`src/rtl/udff_pkg.sv`:
```
// ----------------------------------------------------------------------------
// udff_pkg
// Types, constants and helpers for the unsigned decimal field formatter.
// ----------------------------------------------------------------------------
package udff_pkg;

  localparam int VALUE_W  = 64;
  localparam int LMOD_W   = 2;
  localparam int FWIDTH_W = 6;
  localparam int PREC_W   = 7;
  localparam int CHAR_W   = 8;
  localparam int LEN_W    = 7;  // field lengths up to 127
  localparam int CNT_W    = 6;  // pad / precision-zero counters
  localparam int BITCNT_W = 7;  // conversion bit counter, up to 64

  localparam logic [LMOD_W-1:0] LMOD_BYTE = 2'd1;
  localparam logic [LMOD_W-1:0] LMOD_HALF = 2'd2;

  localparam logic [CHAR_W-1:0] CH_ZERO  = 8'h30;
  localparam logic [CHAR_W-1:0] CH_SPACE = 8'h20;
  localparam logic [CHAR_W-1:0] CH_COMMA = 8'h2C;

  typedef enum logic [3:0] {
    ST_IDLE,
    ST_CONV,
    ST_PLAN_A,
    ST_PLAN_B,
    ST_PLAN_C,
    ST_LEAD,
    ST_ZEROS,
    ST_DIGITS,
    ST_COMMA,
    ST_TRAIL
  } udff_state_e;

  typedef enum logic [2:0] {
    DP_NOP,
    DP_LOAD,
    DP_CONV,
    DP_PLAN_A,
    DP_PLAN_B,
    DP_PLAN_C
  } dp_op_e;

  typedef enum logic [2:0] {
    SEL_LEAD,
    SEL_ZERO,
    SEL_DIGIT,
    SEL_COMMA,
    SEL_TRAIL
  } char_sel_e;

  typedef struct packed {
    dp_op_e    op;
    logic      emit;
    char_sel_e sel;
  } udff_cmd_t;

  typedef struct packed {
    logic conv_done;
    logic pad_zero;
    logic pz_zero;
    logic nd_zero;
    logic j_zero;
    logic comma_due;
    logic field_done;
    logic out_space;
    logic left;
  } udff_stat_t;

  // x / 3 for x < 32 as x * 11 >> 5
  function automatic logic [4:0] div3_lt32(input logic [4:0] x);
    logic [9:0] p;
    p = {5'b00000, x} * 10'd11;
    return p[9:5];
  endfunction

endpackage

```
`src/rtl/udff_in_if.sv`:
```
// ----------------------------------------------------------------------------
// udff_in_if
// Input channel: one value to format with its format flags.
// ----------------------------------------------------------------------------
interface udff_in_if import udff_pkg::*; ();
  logic                valid;
  logic                ready;
  logic [VALUE_W-1:0]  value;
  logic [LMOD_W-1:0]   length_mod;
  logic [FWIDTH_W-1:0] field_width;
  logic signed [PREC_W-1:0] precision;
  logic                left_justify;
  logic                zero_pad;
  logic                group_thousands;

  modport source (
    output valid, value, length_mod, field_width, precision,
           left_justify, zero_pad, group_thousands,
    input  ready
  );

  modport sink (
    input  valid, value, length_mod, field_width, precision,
           left_justify, zero_pad, group_thousands,
    output ready
  );
endinterface

```
`src/rtl/udff_out_if.sv`:
```
// ----------------------------------------------------------------------------
// udff_out_if
// Output channel: one ASCII character per beat, last marks field end.
// ----------------------------------------------------------------------------
interface udff_out_if import udff_pkg::*; ();
  logic              valid;
  logic              ready;
  logic [CHAR_W-1:0] out_char;
  logic              last;

  modport source (output valid, out_char, last, input ready);
  modport sink   (input valid, out_char, last, output ready);
endinterface

```
`src/rtl/udff_ctrl.sv`:
```
// ----------------------------------------------------------------------------
// udff_ctrl
// Sequencer: conversion, length planning and per-segment character emission.
// ----------------------------------------------------------------------------
module udff_ctrl import udff_pkg::*; (
  input  logic       clk_i,
  input  logic       rst_ni,
  input  logic       in_valid_i,
  output logic       in_ready_o,
  input  udff_stat_t stat_i,
  output udff_cmd_t  cmd_o
);

  udff_state_e state_q, state_d;

  always_ff @(posedge clk_i or negedge rst_ni) begin
    if (!rst_ni) begin
      state_q <= ST_IDLE;
    end else begin
      state_q <= state_d;
    end
  end

  // next state
  always_comb begin
    state_d = state_q;
    case (state_q)
      ST_IDLE: begin
        if (in_valid_i) state_d = ST_CONV;
      end
      ST_CONV: begin
        if (stat_i.conv_done) state_d = ST_PLAN_A;
      end
      ST_PLAN_A: state_d = ST_PLAN_B;
      ST_PLAN_B: state_d = ST_PLAN_C;
      ST_PLAN_C: state_d = ST_LEAD;
      ST_LEAD: begin
        if (stat_i.field_done) state_d = ST_IDLE;
        else if (stat_i.left || stat_i.pad_zero) state_d = ST_ZEROS;
      end
      ST_ZEROS: begin
        if (stat_i.field_done) state_d = ST_IDLE;
        else if (stat_i.pz_zero) state_d = stat_i.nd_zero ? ST_TRAIL : ST_DIGITS;
      end
      ST_DIGITS: begin
        if (stat_i.field_done) state_d = ST_IDLE;
        else if (stat_i.out_space) begin
          if (stat_i.comma_due) state_d = ST_COMMA;
          else if (stat_i.j_zero) state_d = ST_TRAIL;
        end
      end
      ST_COMMA: begin
        if (stat_i.field_done) state_d = ST_IDLE;
        else if (stat_i.out_space) state_d = ST_DIGITS;
      end
      ST_TRAIL: begin
        if (stat_i.field_done || !stat_i.left || stat_i.pad_zero) state_d = ST_IDLE;
      end
      default: state_d = ST_IDLE;
    endcase
  end

  // outputs
  always_comb begin
    in_ready_o = 1'b0;
    cmd_o.op   = DP_NOP;
    cmd_o.emit = 1'b0;
    cmd_o.sel  = SEL_LEAD;
    case (state_q)
      ST_IDLE: begin
        in_ready_o = 1'b1;
        if (in_valid_i) cmd_o.op = DP_LOAD;
      end
      ST_CONV: begin
        if (!stat_i.conv_done) cmd_o.op = DP_CONV;
      end
      ST_PLAN_A: cmd_o.op = DP_PLAN_A;
      ST_PLAN_B: cmd_o.op = DP_PLAN_B;
      ST_PLAN_C: cmd_o.op = DP_PLAN_C;
      ST_LEAD: begin
        cmd_o.sel  = SEL_LEAD;
        cmd_o.emit = !stat_i.field_done && !stat_i.left && !stat_i.pad_zero &&
                     stat_i.out_space;
      end
      ST_ZEROS: begin
        cmd_o.sel  = SEL_ZERO;
        cmd_o.emit = !stat_i.field_done && !stat_i.pz_zero && stat_i.out_space;
      end
      ST_DIGITS: begin
        cmd_o.sel  = SEL_DIGIT;
        cmd_o.emit = !stat_i.field_done && stat_i.out_space;
      end
      ST_COMMA: begin
        cmd_o.sel  = SEL_COMMA;
        cmd_o.emit = !stat_i.field_done && stat_i.out_space;
      end
      ST_TRAIL: begin
        cmd_o.sel  = SEL_TRAIL;
        cmd_o.emit = !stat_i.field_done && stat_i.left && !stat_i.pad_zero &&
                     stat_i.out_space;
      end
      default: ;
    endcase
  end

endmodule

```
`src/rtl/udff_dp.sv`:
```
// ----------------------------------------------------------------------------
// udff_dp
// Datapath: shift-and-add-3 BCD conversion, field planning, output register.
// ----------------------------------------------------------------------------
module udff_dp import udff_pkg::*; #(
  parameter int MAX_FIELD  = 63,
  parameter int MAX_DIGITS = 20
) (
  input  logic                clk_i,
  input  logic                rst_ni,
  input  udff_cmd_t           cmd_i,
  output udff_stat_t          stat_o,
  input  logic [VALUE_W-1:0]  value_i,
  input  logic [LMOD_W-1:0]   length_mod_i,
  input  logic [FWIDTH_W-1:0] field_width_i,
  input  logic [PREC_W-1:0]   precision_i,
  input  logic                left_justify_i,
  input  logic                zero_pad_i,
  input  logic                group_thousands_i,
  output logic                out_valid_o,
  input  logic                out_ready_i,
  output logic [CHAR_W-1:0]   out_char_o,
  output logic                out_last_o
);

  localparam int NDW = $clog2(MAX_DIGITS + 1);
  localparam int IW  = $clog2(MAX_DIGITS);

  // control state
  logic [BITCNT_W-1:0] bitcnt_q;
  logic [NDW-1:0]      nd_q;
  logic [LEN_W-1:0]    pos_q;
  logic                out_valid_q;

  // payload state
  logic [VALUE_W-1:0]  sh_q;
  logic [3:0]          digit_q [MAX_DIGITS];
  logic [FWIDTH_W-1:0] width_q;
  logic [PREC_W-1:0]   prec_q;
  logic                left_q, zp_q, grp_q;
  logic [4:0]          q3_q;
  logic [CNT_W-1:0]    pz_q, pad_q;
  logic [LEN_W-1:0]    body_q, total_q;
  logic [IW-1:0]       j_q;
  logic [1:0]          mod_q;
  logic [CHAR_W-1:0]   out_char_q;
  logic                out_last_q;

  // conversion step
  logic [3:0] adj  [MAX_DIGITS];
  logic [3:0] step [MAX_DIGITS];
  logic       nd_grow;

  always_comb begin
    for (int k = 0; k < MAX_DIGITS; k++) begin
      adj[k] = (digit_q[k] >= 4'd5) ? digit_q[k] + 4'd3 : digit_q[k];
    end
    step[0] = {adj[0][2:0], sh_q[VALUE_W-1]};
    for (int k = 1; k < MAX_DIGITS; k++) begin
      step[k] = {adj[k][2:0], adj[k-1][3]};
    end
  end

  // digit count grows by at most one per doubling
  assign nd_grow = (nd_q < NDW'(MAX_DIGITS)) && (step[nd_q[IW-1:0]] != 4'd0);

  // planning
  logic             prec_given, zero_prec;
  logic [NDW-1:0]   nd_fix, nd_fix_m1, nd_m1;
  logic [LEN_W-1:0] glen, precl, pz_full, widthl, full_len;
  logic [4:0]       q3x3, rem3;

  assign prec_given = !prec_q[PREC_W-1];
  assign zero_prec  = prec_given && (prec_q[PREC_W-2:0] == '0);
  assign nd_fix     = (nd_q == '0 && !zero_prec) ? NDW'(1) : nd_q;
  assign nd_fix_m1  = nd_fix - NDW'(1);
  assign nd_m1      = nd_q - NDW'(1);

  assign glen    = LEN_W'(nd_q) + ((grp_q && nd_q != '0) ? LEN_W'(q3_q) : '0);
  assign precl   = LEN_W'(prec_q[PREC_W-2:0]);
  assign pz_full = (prec_given && precl > glen) ? precl - glen : '0;
  assign q3x3    = q3_q + {q3_q[3:0], 1'b0};
  assign rem3    = 5'(nd_m1) - q3x3;

  assign widthl   = LEN_W'(width_q);
  assign full_len = (widthl > body_q) ? widthl : body_q;

  // emission
  logic              comma_due;
  logic [CHAR_W-1:0] pad_char, emit_char;

  assign comma_due = grp_q && (j_q != '0) && (mod_q == 2'd0);
  assign pad_char  = (zp_q && !left_q && !prec_given) ? CH_ZERO : CH_SPACE;

  always_comb begin
    case (cmd_i.sel)
      SEL_LEAD:  emit_char = pad_char;
      SEL_ZERO:  emit_char = CH_ZERO;
      SEL_DIGIT: emit_char = CH_ZERO + {4'b0000, digit_q[j_q]};
      SEL_COMMA: emit_char = CH_COMMA;
      SEL_TRAIL: emit_char = CH_SPACE;
      default:   emit_char = CH_SPACE;
    endcase
  end

  always_ff @(posedge clk_i or negedge rst_ni) begin
    if (!rst_ni) begin
      bitcnt_q    <= '0;
      nd_q        <= '0;
      pos_q       <= '0;
      out_valid_q <= 1'b0;
    end else begin
      case (cmd_i.op)
        DP_LOAD: begin
          nd_q <= '0;
          case (length_mod_i)
            LMOD_BYTE: bitcnt_q <= BITCNT_W'(8);
            LMOD_HALF: bitcnt_q <= BITCNT_W'(16);
            default:   bitcnt_q <= BITCNT_W'(VALUE_W);
          endcase
        end
        DP_CONV: begin
          bitcnt_q <= bitcnt_q - BITCNT_W'(1);
          if (nd_grow) nd_q <= nd_q + NDW'(1);
        end
        DP_PLAN_A: nd_q <= nd_fix;
        DP_PLAN_C: pos_q <= '0;
        default: ;
      endcase
      if (cmd_i.emit) begin
        out_valid_q <= 1'b1;
        pos_q       <= pos_q + LEN_W'(1);
      end else if (out_ready_i) begin
        out_valid_q <= 1'b0;
      end
    end
  end

  always_ff @(posedge clk_i) begin
    case (cmd_i.op)
      DP_LOAD: begin
        width_q <= field_width_i;
        prec_q  <= precision_i;
        left_q  <= left_justify_i;
        zp_q    <= zero_pad_i;
        grp_q   <= group_thousands_i;
        for (int k = 0; k < MAX_DIGITS; k++) digit_q[k] <= 4'd0;
        case (length_mod_i)
          LMOD_BYTE: sh_q <= {value_i[7:0], {(VALUE_W-8){1'b0}}};
          LMOD_HALF: sh_q <= {value_i[15:0], {(VALUE_W-16){1'b0}}};
          default:   sh_q <= value_i;
        endcase
      end
      DP_CONV: begin
        sh_q <= {sh_q[VALUE_W-2:0], 1'b0};
        for (int k = 0; k < MAX_DIGITS; k++) digit_q[k] <= step[k];
      end
      DP_PLAN_A: q3_q <= div3_lt32(5'(nd_fix_m1));
      DP_PLAN_B: begin
        pz_q   <= pz_full[CNT_W-1:0];
        body_q <= glen + pz_full;
        j_q    <= nd_m1[IW-1:0];
        mod_q  <= rem3[1:0];
      end
      DP_PLAN_C: begin
        pad_q   <= (widthl > body_q) ? CNT_W'(widthl - body_q) : '0;
        total_q <= (full_len > LEN_W'(MAX_FIELD)) ? LEN_W'(MAX_FIELD) : full_len;
      end
      default: ;
    endcase
    if (cmd_i.emit) begin
      out_char_q <= emit_char;
      out_last_q <= (pos_q + LEN_W'(1)) == total_q;
      case (cmd_i.sel)
        SEL_LEAD, SEL_TRAIL: pad_q <= pad_q - CNT_W'(1);
        SEL_ZERO:            pz_q  <= pz_q - CNT_W'(1);
        SEL_DIGIT, SEL_COMMA: begin
          if (cmd_i.sel == SEL_COMMA || !comma_due) begin
            j_q   <= j_q - IW'(1);
            mod_q <= (mod_q == 2'd0) ? 2'd2 : mod_q - 2'd1;
          end
        end
        default: ;
      endcase
    end
  end

  assign stat_o.conv_done  = (bitcnt_q == '0);
  assign stat_o.pad_zero   = (pad_q == '0);
  assign stat_o.pz_zero    = (pz_q == '0);
  assign stat_o.nd_zero    = (nd_q == '0);
  assign stat_o.j_zero     = (j_q == '0);
  assign stat_o.comma_due  = comma_due;
  assign stat_o.field_done = (pos_q == total_q);
  assign stat_o.out_space  = !out_valid_q || out_ready_i;
  assign stat_o.left       = left_q;

  assign out_valid_o = out_valid_q;
  assign out_char_o  = out_char_q;
  assign out_last_o  = out_last_q;

endmodule

```
`src/rtl/unsigned_decimal_field_formatter.sv`:
```
// ----------------------------------------------------------------------------
// unsigned_decimal_field_formatter
// printf-style %u formatter: one value in, its text out one character a beat.
// ----------------------------------------------------------------------------
// One value is taken at a time. The value, cut to 8, 16 or 64 bits by
// length_mod, is converted to BCD by shift-and-add-3, one bit a cycle;
// the planning states PLAN_A, PLAN_B and PLAN_C then size the padding,
// precision zeros and commas, and the text streams out at one character
// per cycle while the sink keeps ready high, apart from the moves past an
// empty or finished pad or zero segment, which emit nothing. The next
// value is accepted only after the last character has been loaded into
// the output register. Characters beyond MAX_FIELD are dropped; only the
// low MAX_DIGITS digits are kept.
// ----------------------------------------------------------------------------
module unsigned_decimal_field_formatter import udff_pkg::*; #(
  parameter int MAX_FIELD  = 63,
  parameter int MAX_DIGITS = 20
) (
  input  logic      clk_i,
  input  logic      rst_ni,
  udff_in_if.sink   in_i,
  udff_out_if.source out_o
);

  udff_cmd_t  cmd;   // sequencer -> datapath
  udff_stat_t stat;  // datapath -> sequencer

  // Sequencer: ready only while idle; walks leading pad, precision
  // zeros, digits/commas and trailing pad.
  udff_ctrl u_ctrl (
    .clk_i      (clk_i),
    .rst_ni     (rst_ni),
    .in_valid_i (in_i.valid),
    .in_ready_o (in_i.ready),
    .stat_i     (stat),
    .cmd_o      (cmd)
  );

  // Datapath: BCD digit store, length plan and output beat register.
  udff_dp #(
    .MAX_FIELD  (MAX_FIELD),
    .MAX_DIGITS (MAX_DIGITS)
  ) u_dp (
    .clk_i             (clk_i),
    .rst_ni            (rst_ni),
    .cmd_i             (cmd),
    .stat_o            (stat),
    .value_i           (in_i.value),
    .length_mod_i      (in_i.length_mod),
    .field_width_i     (in_i.field_width),
    .precision_i       (in_i.precision),
    .left_justify_i    (in_i.left_justify),
    .zero_pad_i        (in_i.zero_pad),
    .group_thousands_i (in_i.group_thousands),
    .out_valid_o       (out_o.valid),
    .out_ready_i       (out_o.ready),
    .out_char_o        (out_o.out_char),
    .out_last_o        (out_o.last)
  );

endmodule

```
`src/flat_wrapper.sv`:
```
// flat-port wrapper written by rule: the top's interface ports become plain ports
module unsigned_decimal_field_formatter_flat import udff_pkg::*;
#(
  parameter int MAX_FIELD  = 63,
  parameter int MAX_DIGITS = 20
)
  (clk_i, rst_ni, in_i_valid, in_i_value, in_i_length_mod, in_i_field_width, in_i_precision, in_i_left_justify, in_i_zero_pad, in_i_group_thousands, in_i_ready, out_o_valid, out_o_out_char, out_o_last, out_o_ready);
  udff_in_if in_i_i ();
  udff_out_if out_o_i ();
  input  logic clk_i;
  input  logic rst_ni;
  input wire logic [$bits(in_i_i.valid)-1:0] in_i_valid;
  input wire logic [$bits(in_i_i.value)-1:0] in_i_value;
  input wire logic [$bits(in_i_i.length_mod)-1:0] in_i_length_mod;
  input wire logic [$bits(in_i_i.field_width)-1:0] in_i_field_width;
  input wire logic [$bits(in_i_i.precision)-1:0] in_i_precision;
  input wire logic [$bits(in_i_i.left_justify)-1:0] in_i_left_justify;
  input wire logic [$bits(in_i_i.zero_pad)-1:0] in_i_zero_pad;
  input wire logic [$bits(in_i_i.group_thousands)-1:0] in_i_group_thousands;
  output wire logic [$bits(in_i_i.ready)-1:0] in_i_ready;
  output wire logic [$bits(out_o_i.valid)-1:0] out_o_valid;
  output wire logic [$bits(out_o_i.out_char)-1:0] out_o_out_char;
  output wire logic [$bits(out_o_i.last)-1:0] out_o_last;
  input wire logic [$bits(out_o_i.ready)-1:0] out_o_ready;
  assign in_i_i.valid = in_i_valid;
  assign in_i_i.value = in_i_value;
  assign in_i_i.length_mod = in_i_length_mod;
  assign in_i_i.field_width = in_i_field_width;
  assign in_i_i.precision = in_i_precision;
  assign in_i_i.left_justify = in_i_left_justify;
  assign in_i_i.zero_pad = in_i_zero_pad;
  assign in_i_i.group_thousands = in_i_group_thousands;
  assign in_i_ready = in_i_i.ready;
  assign out_o_valid = out_o_i.valid;
  assign out_o_out_char = out_o_i.out_char;
  assign out_o_last = out_o_i.last;
  assign out_o_i.ready = out_o_ready;
  unsigned_decimal_field_formatter #(.MAX_FIELD(MAX_FIELD), .MAX_DIGITS(MAX_DIGITS)) u_core (.clk_i(clk_i), .rst_ni(rst_ni), .in_i(in_i_i), .out_o(out_o_i));
endmodule
```
`config.mk`:
```
export PLATFORM = sky130hd
export DESIGN_NAME = unsigned_decimal_field_formatter_flat
export DESIGN_NICKNAME = d
export VERILOG_FILES = /design/src/rtl/udff_pkg.sv /design/src/rtl/udff_in_if.sv /design/src/rtl/udff_out_if.sv /design/src/rtl/udff_ctrl.sv /design/src/rtl/udff_dp.sv /design/src/rtl/unsigned_decimal_field_formatter.sv /design/src/flat_wrapper.sv
export SDC_FILE = /design/constraint.sdc
export NUM_CORES = 1
export LEC_CHECK = 0
export BUFFER_PORTS_ARGS = -buffer_cell sky130_fd_sc_hd__buf_4
export CORE_AREA = 3 3 143 215
export DETAILED_ROUTE_END_ITERATION = 6
export DIE_AREA = 0 0 146 218
export PLACE_DENSITY_LB_ADDON = 0.2
export SLEW_MARGIN = 20
export SYNTH_ARGS = -nofsm -noshare
export SYNTH_HDL_FRONTEND = slang
export SYNTH_SLANG_ARGS = --single-unit
```
`constraint.sdc`:
```
create_clock -name clk_i -period 6.65 [get_ports clk_i]
set_clock_uncertainty 0.1 [all_clocks]
set_input_delay 0.3325 -clock clk_i [delete_from_list [all_inputs] [get_ports clk_i]]
set_output_delay 0.3325 -clock clk_i [all_outputs]
set_load 0.01 [all_outputs]
```
Word-level counts from Yosys, hierarchy flattened. Memories as Yosys holds them, arrays and structs flattened. A register that Yosys moved wholly into a read port is not among the register bits. Index checks and enable logic that the tools add are counted.

Reduce and logical (&&, ||, !) cells: 51. Add/subtract/negate cells: 36. Equality and inequality tests: 31. Muxes and demuxes: 99. Multipliers: 1. Bitwise operators: 21. Order comparisons: 25.

Operators by type and width (number): $pmux W64 S2 (2); $mux W4 (56); $ge A4 B3 Y1 const B (20); $add A4 B2 Y4 const B (19); $mux W6 (7); $pmux W4 S10 (1); $mux W5 (7); $mux W7 (4); $pmux W7 S2 (2); $pmux W7 S4 (1); $bmux W4 S5 (1); $or A1 B1 Y1 (20); $pmux W4 S5 (1); $logic_and A1 B1 Y1 (18); $logic_not A6 Y1 (3); $eq A4 B3 Y1 const B (4); $pmux W3 S5 (1); $pmux W5 S3 (1); $sub A5 B1 Y5 const B (3); $eq A7 B7 Y1 (2); $eq A3 B2 Y1 const B (4); $mux W2 (6); $ne A3 B3 Y1 const B (4); $sub A6 B1 Y6 const B (2); 44 further kinds (75).

Logic and storage cells: 285. Bits in registers: 150. Memories kept: 1. Bits in writable memories: 80.

Memory list: u_core.u_dp.digit_q (words 20, bits a word 4, rd ports 21, clocked after Yosys merged registers in 1, write ports 20, line udff_dp.sv:37) `logic [3:0] digit_q [MAX_DIGITS];`.

Logic depth before layout (Yosys ltp).
Word-level depth: 11. Depth in mapped cells: 26. Mapped depth without buffers: 26.

By module. From an unflattened synthesis, not the netlist that was laid out.

Cell total of the unflattened synthesis: 1543. Area, all modules: 14859.3 µm².

Modules (own cells, without submodules): udff_dp (cells an instance 1471, times used 1, area an instance 14342.5 µm²); udff_ctrl (cells an instance 72, times used 1, area an instance 516.7 µm²).

Worst setup path before layout. No wires, ideal clock.

Path type: register to register. From: register u_core.u_dp.nd_q[0]. To: register u_core.u_dp.body_q[6], data pin. Buffers on the path: 0. Required time: 6286 ps. Stages on the path, launching flop included: 27. Setup time: 264 ps. Path slack: 1394 ps. Data arrival time: 4892 ps. Path through: dfrtp_1 > inv_2 > ha_1 > nor4b_1 > nor2b_1 > and2_1 > ha_1 > fa_1 > inv_1 > ha_1 > nor2b_1 > o21ai_0 > nand2b_1 > a21o_1 > a21o_1 > a21oi_1 > a311o_1 > nor2_1 > ha_1 > inv_1 > fa_1 > inv_1 > a21oi_1 > o21bai_1 > a21o_1 > a21oi_1 > xnor2_1.

Longest elaborated chain between the ends: 8.

RTL lines: start, declared (line udff_dp.sv:31) `logic [NDW-1:0] nd_q;`; start signal, assigned (line udff_dp.sv:124) `if (nd_grow) nd_q <= nd_q + NDW'(1);`; start signal, assigned (line udff_dp.sv:126) `DP_PLAN_A: nd_q <= nd_fix;`; $reduce_bool A5 Y1 (line udff_dp.sv:79) `assign glen = LEN_W'(nd_q) + ((grp_q && nd_q != '0) ? LEN_W'(q3_q) : '0);`; $logic_and A1 B1 Y1 (line udff_dp.sv:79); $mux W4 (line udff_dp.sv:79); $add A5 B4 Y6 (*) (line udff_dp.sv:79); $gt A6 B6 Y1 (line udff_dp.sv:81) `assign pz_full = (prec_given && precl > glen) ? precl - glen : '0;`; $logic_and A1 B1 Y1 (line udff_dp.sv:81); $mux W7 (line udff_dp.sv:81); $add A6 B7 Y7 (*) (line udff_dp.sv:161) `body_q <= glen + pz_full;`; end signal, assigned (line udff_dp.sv:161); end, declared (line udff_dp.sv:43) `logic [LEN_W-1:0] body_q, total_q;`.

Mark *: on every way between the ends. The rest lies on a longest branch, timed or not. A chain may end at the register's enable or synchronous reset.

Worst setup path after layout.
From: register u_core.u_dp.nd_q[1]. To: register u_core.u_dp.body_q[6], data pin.

The elaborated chain is that of the path after synthesis.

==> impl_metrics.env <==
export IMPL_status="complete, no violations"
export IMPL_wl_per_cell_um=17.91
export IMPL_fin_area_sq_um=16490
export IMPL_grt_ovfl_total=0
export IMPL_vdd_drop_max_uv=220.7
export IMPL_setup_viol=0
export IMPL_p_leak_nw=6.704
export IMPL_postRouteAntennaNets=0
export IMPL_synth_flop_cell="edfxtp_1"
export IMPL_synth_avg_cell_area_sq_um=9.730
export IMPL_synth_compound_area_share_pct=13.34
export IMPL_crit_start="u_core.u_dp.nd_q[1]"
export IMPL_cp_max_fo=10
export IMPL_period_minus_slack_ns=6.026
export IMPL_cts_sinks=227
export IMPL_synth_simple_area_share_pct=18.35
export IMPL_antenna_found_initial=0
export IMPL_via_count=11310
export IMPL_synth_area_sq_um=14460
export IMPL_min_path_type="in -> reg"
export IMPL_dp_cells=1921
export IMPL_first_pass_iters=5
export IMPL_ys_warn_count=0
export IMPL_most_common_layout_cells="189 x nand2_1, 184 x edfxtp_1, 132 x nor2_1"
export IMPL_io_pins=97
export IMPL_insertion_delay_ns=0.53
export IMPL_route_final_wire_length_mm=35.56
export IMPL_place_gp_congestion=0.8506
export IMPL_coreArea_sq_um=29190
export IMPL_hpwl_mm=25.32
export IMPL_synth_fa_ha_area_share_pct=8.827
export IMPL_cts_tree="built"
export IMPL_finish_utilization_pct=56.50
export IMPL_stdcell_count=1986
export IMPL_cts_path_max_buffers=3
export IMPL_r2r_setup_slack_ns=0.62
export IMPL_antennaDiodeCount=0
export IMPL_worstSetupPathType="reg -> reg"
export IMPL_worstReg2RegStart="u_core.u_dp.nd_q[1]"
export IMPL_final_hold_violation_count=0
export IMPL_worstPathArrival_ns=6.20
export IMPL_grt_pass1_wl_mm=56.60
export IMPL_final_common_cell="nand2_1"
export IMPL_power_per_cell_area_nw_per_um2=303.4
export IMPL_path_clk_slew_ns=0.07
export IMPL_async_flop_share_pct=10.57
export IMPL_synth_seq_cells=227
export IMPL_drive_gt1_share_pct=12.76
export IMPL_port_buffers=93
export IMPL_syn_to_final_growth_pct=14.07
export IMPL_synth_area_mux_share_pct=6.577
export IMPL_fin_tns_setup_ns=0
export IMPL_synth_seq_area_share_pct=45.00
export IMPL_drv_cap=0
export IMPL_synth_cell_types=71
export IMPL_fmax_ghz=0.1660
export IMPL_num_rows=77
export IMPL_syn_inst=1486
export IMPL_post_cts_buffers=0
export IMPL_synthXorXnorAreaFrac_pct=3.392
export IMPL_drv_slew=0
export IMPL_finalNetCount=1758
export IMPL_grt_pass1_vias=11160
export IMPL_routed_via_density=5.696
export IMPL_fin_total_pwr_mw=5.005
export IMPL_post_route_period_util_pct=90.62
export IMPL_tightestPinTransition_ns=1.156
export IMPL_synth_edff_count=184
export IMPL_startpoint_type="register"
export IMPL_multiInputGateArea_sq_um=7331
export IMPL_place_area_sq_um=15500
export IMPL_cts_buffers=24
export IMPL_rsz0062_at_grt="false"
export IMPL_min_from="in_i_value[23]"
export IMPL_htreeDepth=1
export IMPL_synth_top_family_by_area="simple AND/OR/NAND/NOR gates"
export IMPL_dieArea_sq_um=31830
export IMPL_seq_area_sq_um=6506
export IMPL_drc=0
export IMPL_die_x_um=146
export IMPL_grt_max_degree=90
export IMPL_max_slew_margin_rel_pct=22.83
export IMPL_drtIter0Drc=662
export IMPL_fillers=2547
export IMPL_crit_path_end_kind="register"
export IMPL_cts_root_buf="clkbuf_16"
export IMPL_die_y_um=218
export IMPL_grt_use_total_pct=21.82
export IMPL_critPathRequiredTime_ns=6.83
export IMPL_start_util_pct=49.53
==> layer usage <==
| metal | routed length [um] | track usage, % |
|---|---|---|
| met4 | 1422 | 8.914 |
| met2 | 19340 | 41.61 |
| met5 | 0 | 0 |
| met1 | 13620 | 24.64 |
| met3 | 1184 | 2.474 |
==> worst paths after layout <==
check | endpoint | cells past startpoint
max reg2reg | u_core.u_dp.body_q[6] | 26
min | u_core.u_dp.sh_q[23] | 3
min reg2reg | u_core.u_dp.sh_q[19] | 2
max | u_core.u_dp.body_q[6] | 26
min in group asynchronous | u_core.u_dp.nd_q[2] | 2
max in group asynchronous | u_core.u_dp.pos_q[2] | 2
==> critical path, cell delays in order (launching register included) <==
cell and delay (ns):
dfrtp_1 0.39, inv_2 0.23, ha_1 0.20, nor4b_1 0.65, nor2b_1 0.20, and2_1 0.22, ha_1 0.20, fa_1 0.57
inv_1 0.12, ha_1 0.30, nor2b_1 0.13, o21ai_0 0.09, nand2b_1 0.12, a21o_1 0.13, a21o_1 0.13, a21oi_1 0.07
a311o_1 0.44, nor2_1 0.18, ha_1 0.20, inv_1 0.06, fa_1 0.39, inv_1 0.07, a21oi_1 0.07, o21bai_1 0.19
a21o_1 0.14, a21oi_1 0.07, xnor2_1 0.12
==> flip-flops by register name, indices dropped and copies added, names as in the netlist, 2 cells and up <==
signal and cells:
u_core.u_dp.sh_q 64, u_core.u_dp.bitcnt_q 7, u_core.u_dp.mod_q 2, u_core.u_dp.q3_q 4, u_core.u_dp.pos_q 7, u_core.u_dp.j_q 5, u_core.u_dp.total_q 7, u_core.u_dp.prec_q 7
u_core.u_dp.out_char_o 5, u_core.u_dp.width_q 6, u_core.u_ctrl.state_q 4, u_core.u_dp.pad_q 6, u_core.u_dp.digit_q 80, u_core.u_dp.nd_q 5, u_core.u_dp.body_q 7, u_core.u_dp.pz_q 6
==> what timing repair did <==
item | CTS | global route
hold buffers | 21 | 0
resized for setup | 0 | 0
hold endpoints to repair | 44 | 0
==> per-stage QoR <==
stage	hold WS (ns)	setup slack, ns
global placement	0.1589	0.8317
finish	0.02155	0.6241
CTS	0.0008763	0.6659
floorplan	-0.06309	1.394
global route	0.01089	0.1245
detailed placement	0.1633	0.7045
==> where the power goes <==
part | internal, mW | switching, mW | total [mW]
combinational | 0.636 | 1.01 | 1.64
sequential | 1.85 | 0.144 | 2.00
clock | 0.782 | 0.583 | 1.36
total | 3.27 | 1.73 | 5.00
==> cell families (layout without fill, tap and decap cells) <==
logic type / Yosys count / count (layout)
multiplexers: 57 / 57
other: 2 / 4
flip-flops: 227 / 227
buffers and inverters: 165 / 268
adder cells (fa/ha/maj): 99 / 99
XOR/XNOR: 56 / 56
AND/OR/NAND/NOR: 561 / 561
AO/OA/AOI/OAI: 319 / 319
==> final cells by class <==
cell class	instances	area share (%)
clock inverter	10	0.6676
sequential	227	39.45
inverter	95	2.192
clock buffer	34	4.059
timing repair buffer	129	6.190
multi-input combinational	1096	44.45
tap	395	2.997
==> cell usage after synthesis (8+ instances only) <==
| cell | instances | area [sq um] |
|---|---|---|
| a211oi_1 | 18 | 135.1 |
| a21o_1 | 14 | 105.1 |
| a21oi_1 | 113 | 565.5 |
| a22oi_1 | 9 | 67.56 |
| and3_1 | 13 | 81.33 |
| clkbuf_1 | 54 | 202.7 |
| dfrtp_1 | 24 | 600.6 |
| dfxtp_1 | 19 | 380.4 |
| edfxtp_1 | 184 | 5525 |
| ha_1 | 94 | 1176 |
| inv_1 | 91 | 341.6 |
| mux2_2 | 14 | 157.7 |
| mux2i_1 | 14 | 140.1 |
| mux4_2 | 29 | 653.1 |
| nand2_1 | 190 | 713.2 |
| nand2b_1 | 36 | 225.2 |
| nand3_1 | 75 | 375.4 |
| nor2_1 | 132 | 495.5 |
| nor2b_1 | 18 | 112.6 |
| nor3_1 | 30 | 150.1 |
| nor3b_1 | 24 | 180.2 |
| o211ai_1 | 8 | 60.06 |
| o21ai_0 | 93 | 465.5 |
| o31ai_1 | 9 | 67.56 |
| xnor2_1 | 39 | 341.6 |
| xor2_1 | 17 | 148.9 |
Power figures use the tool's default switching activity.
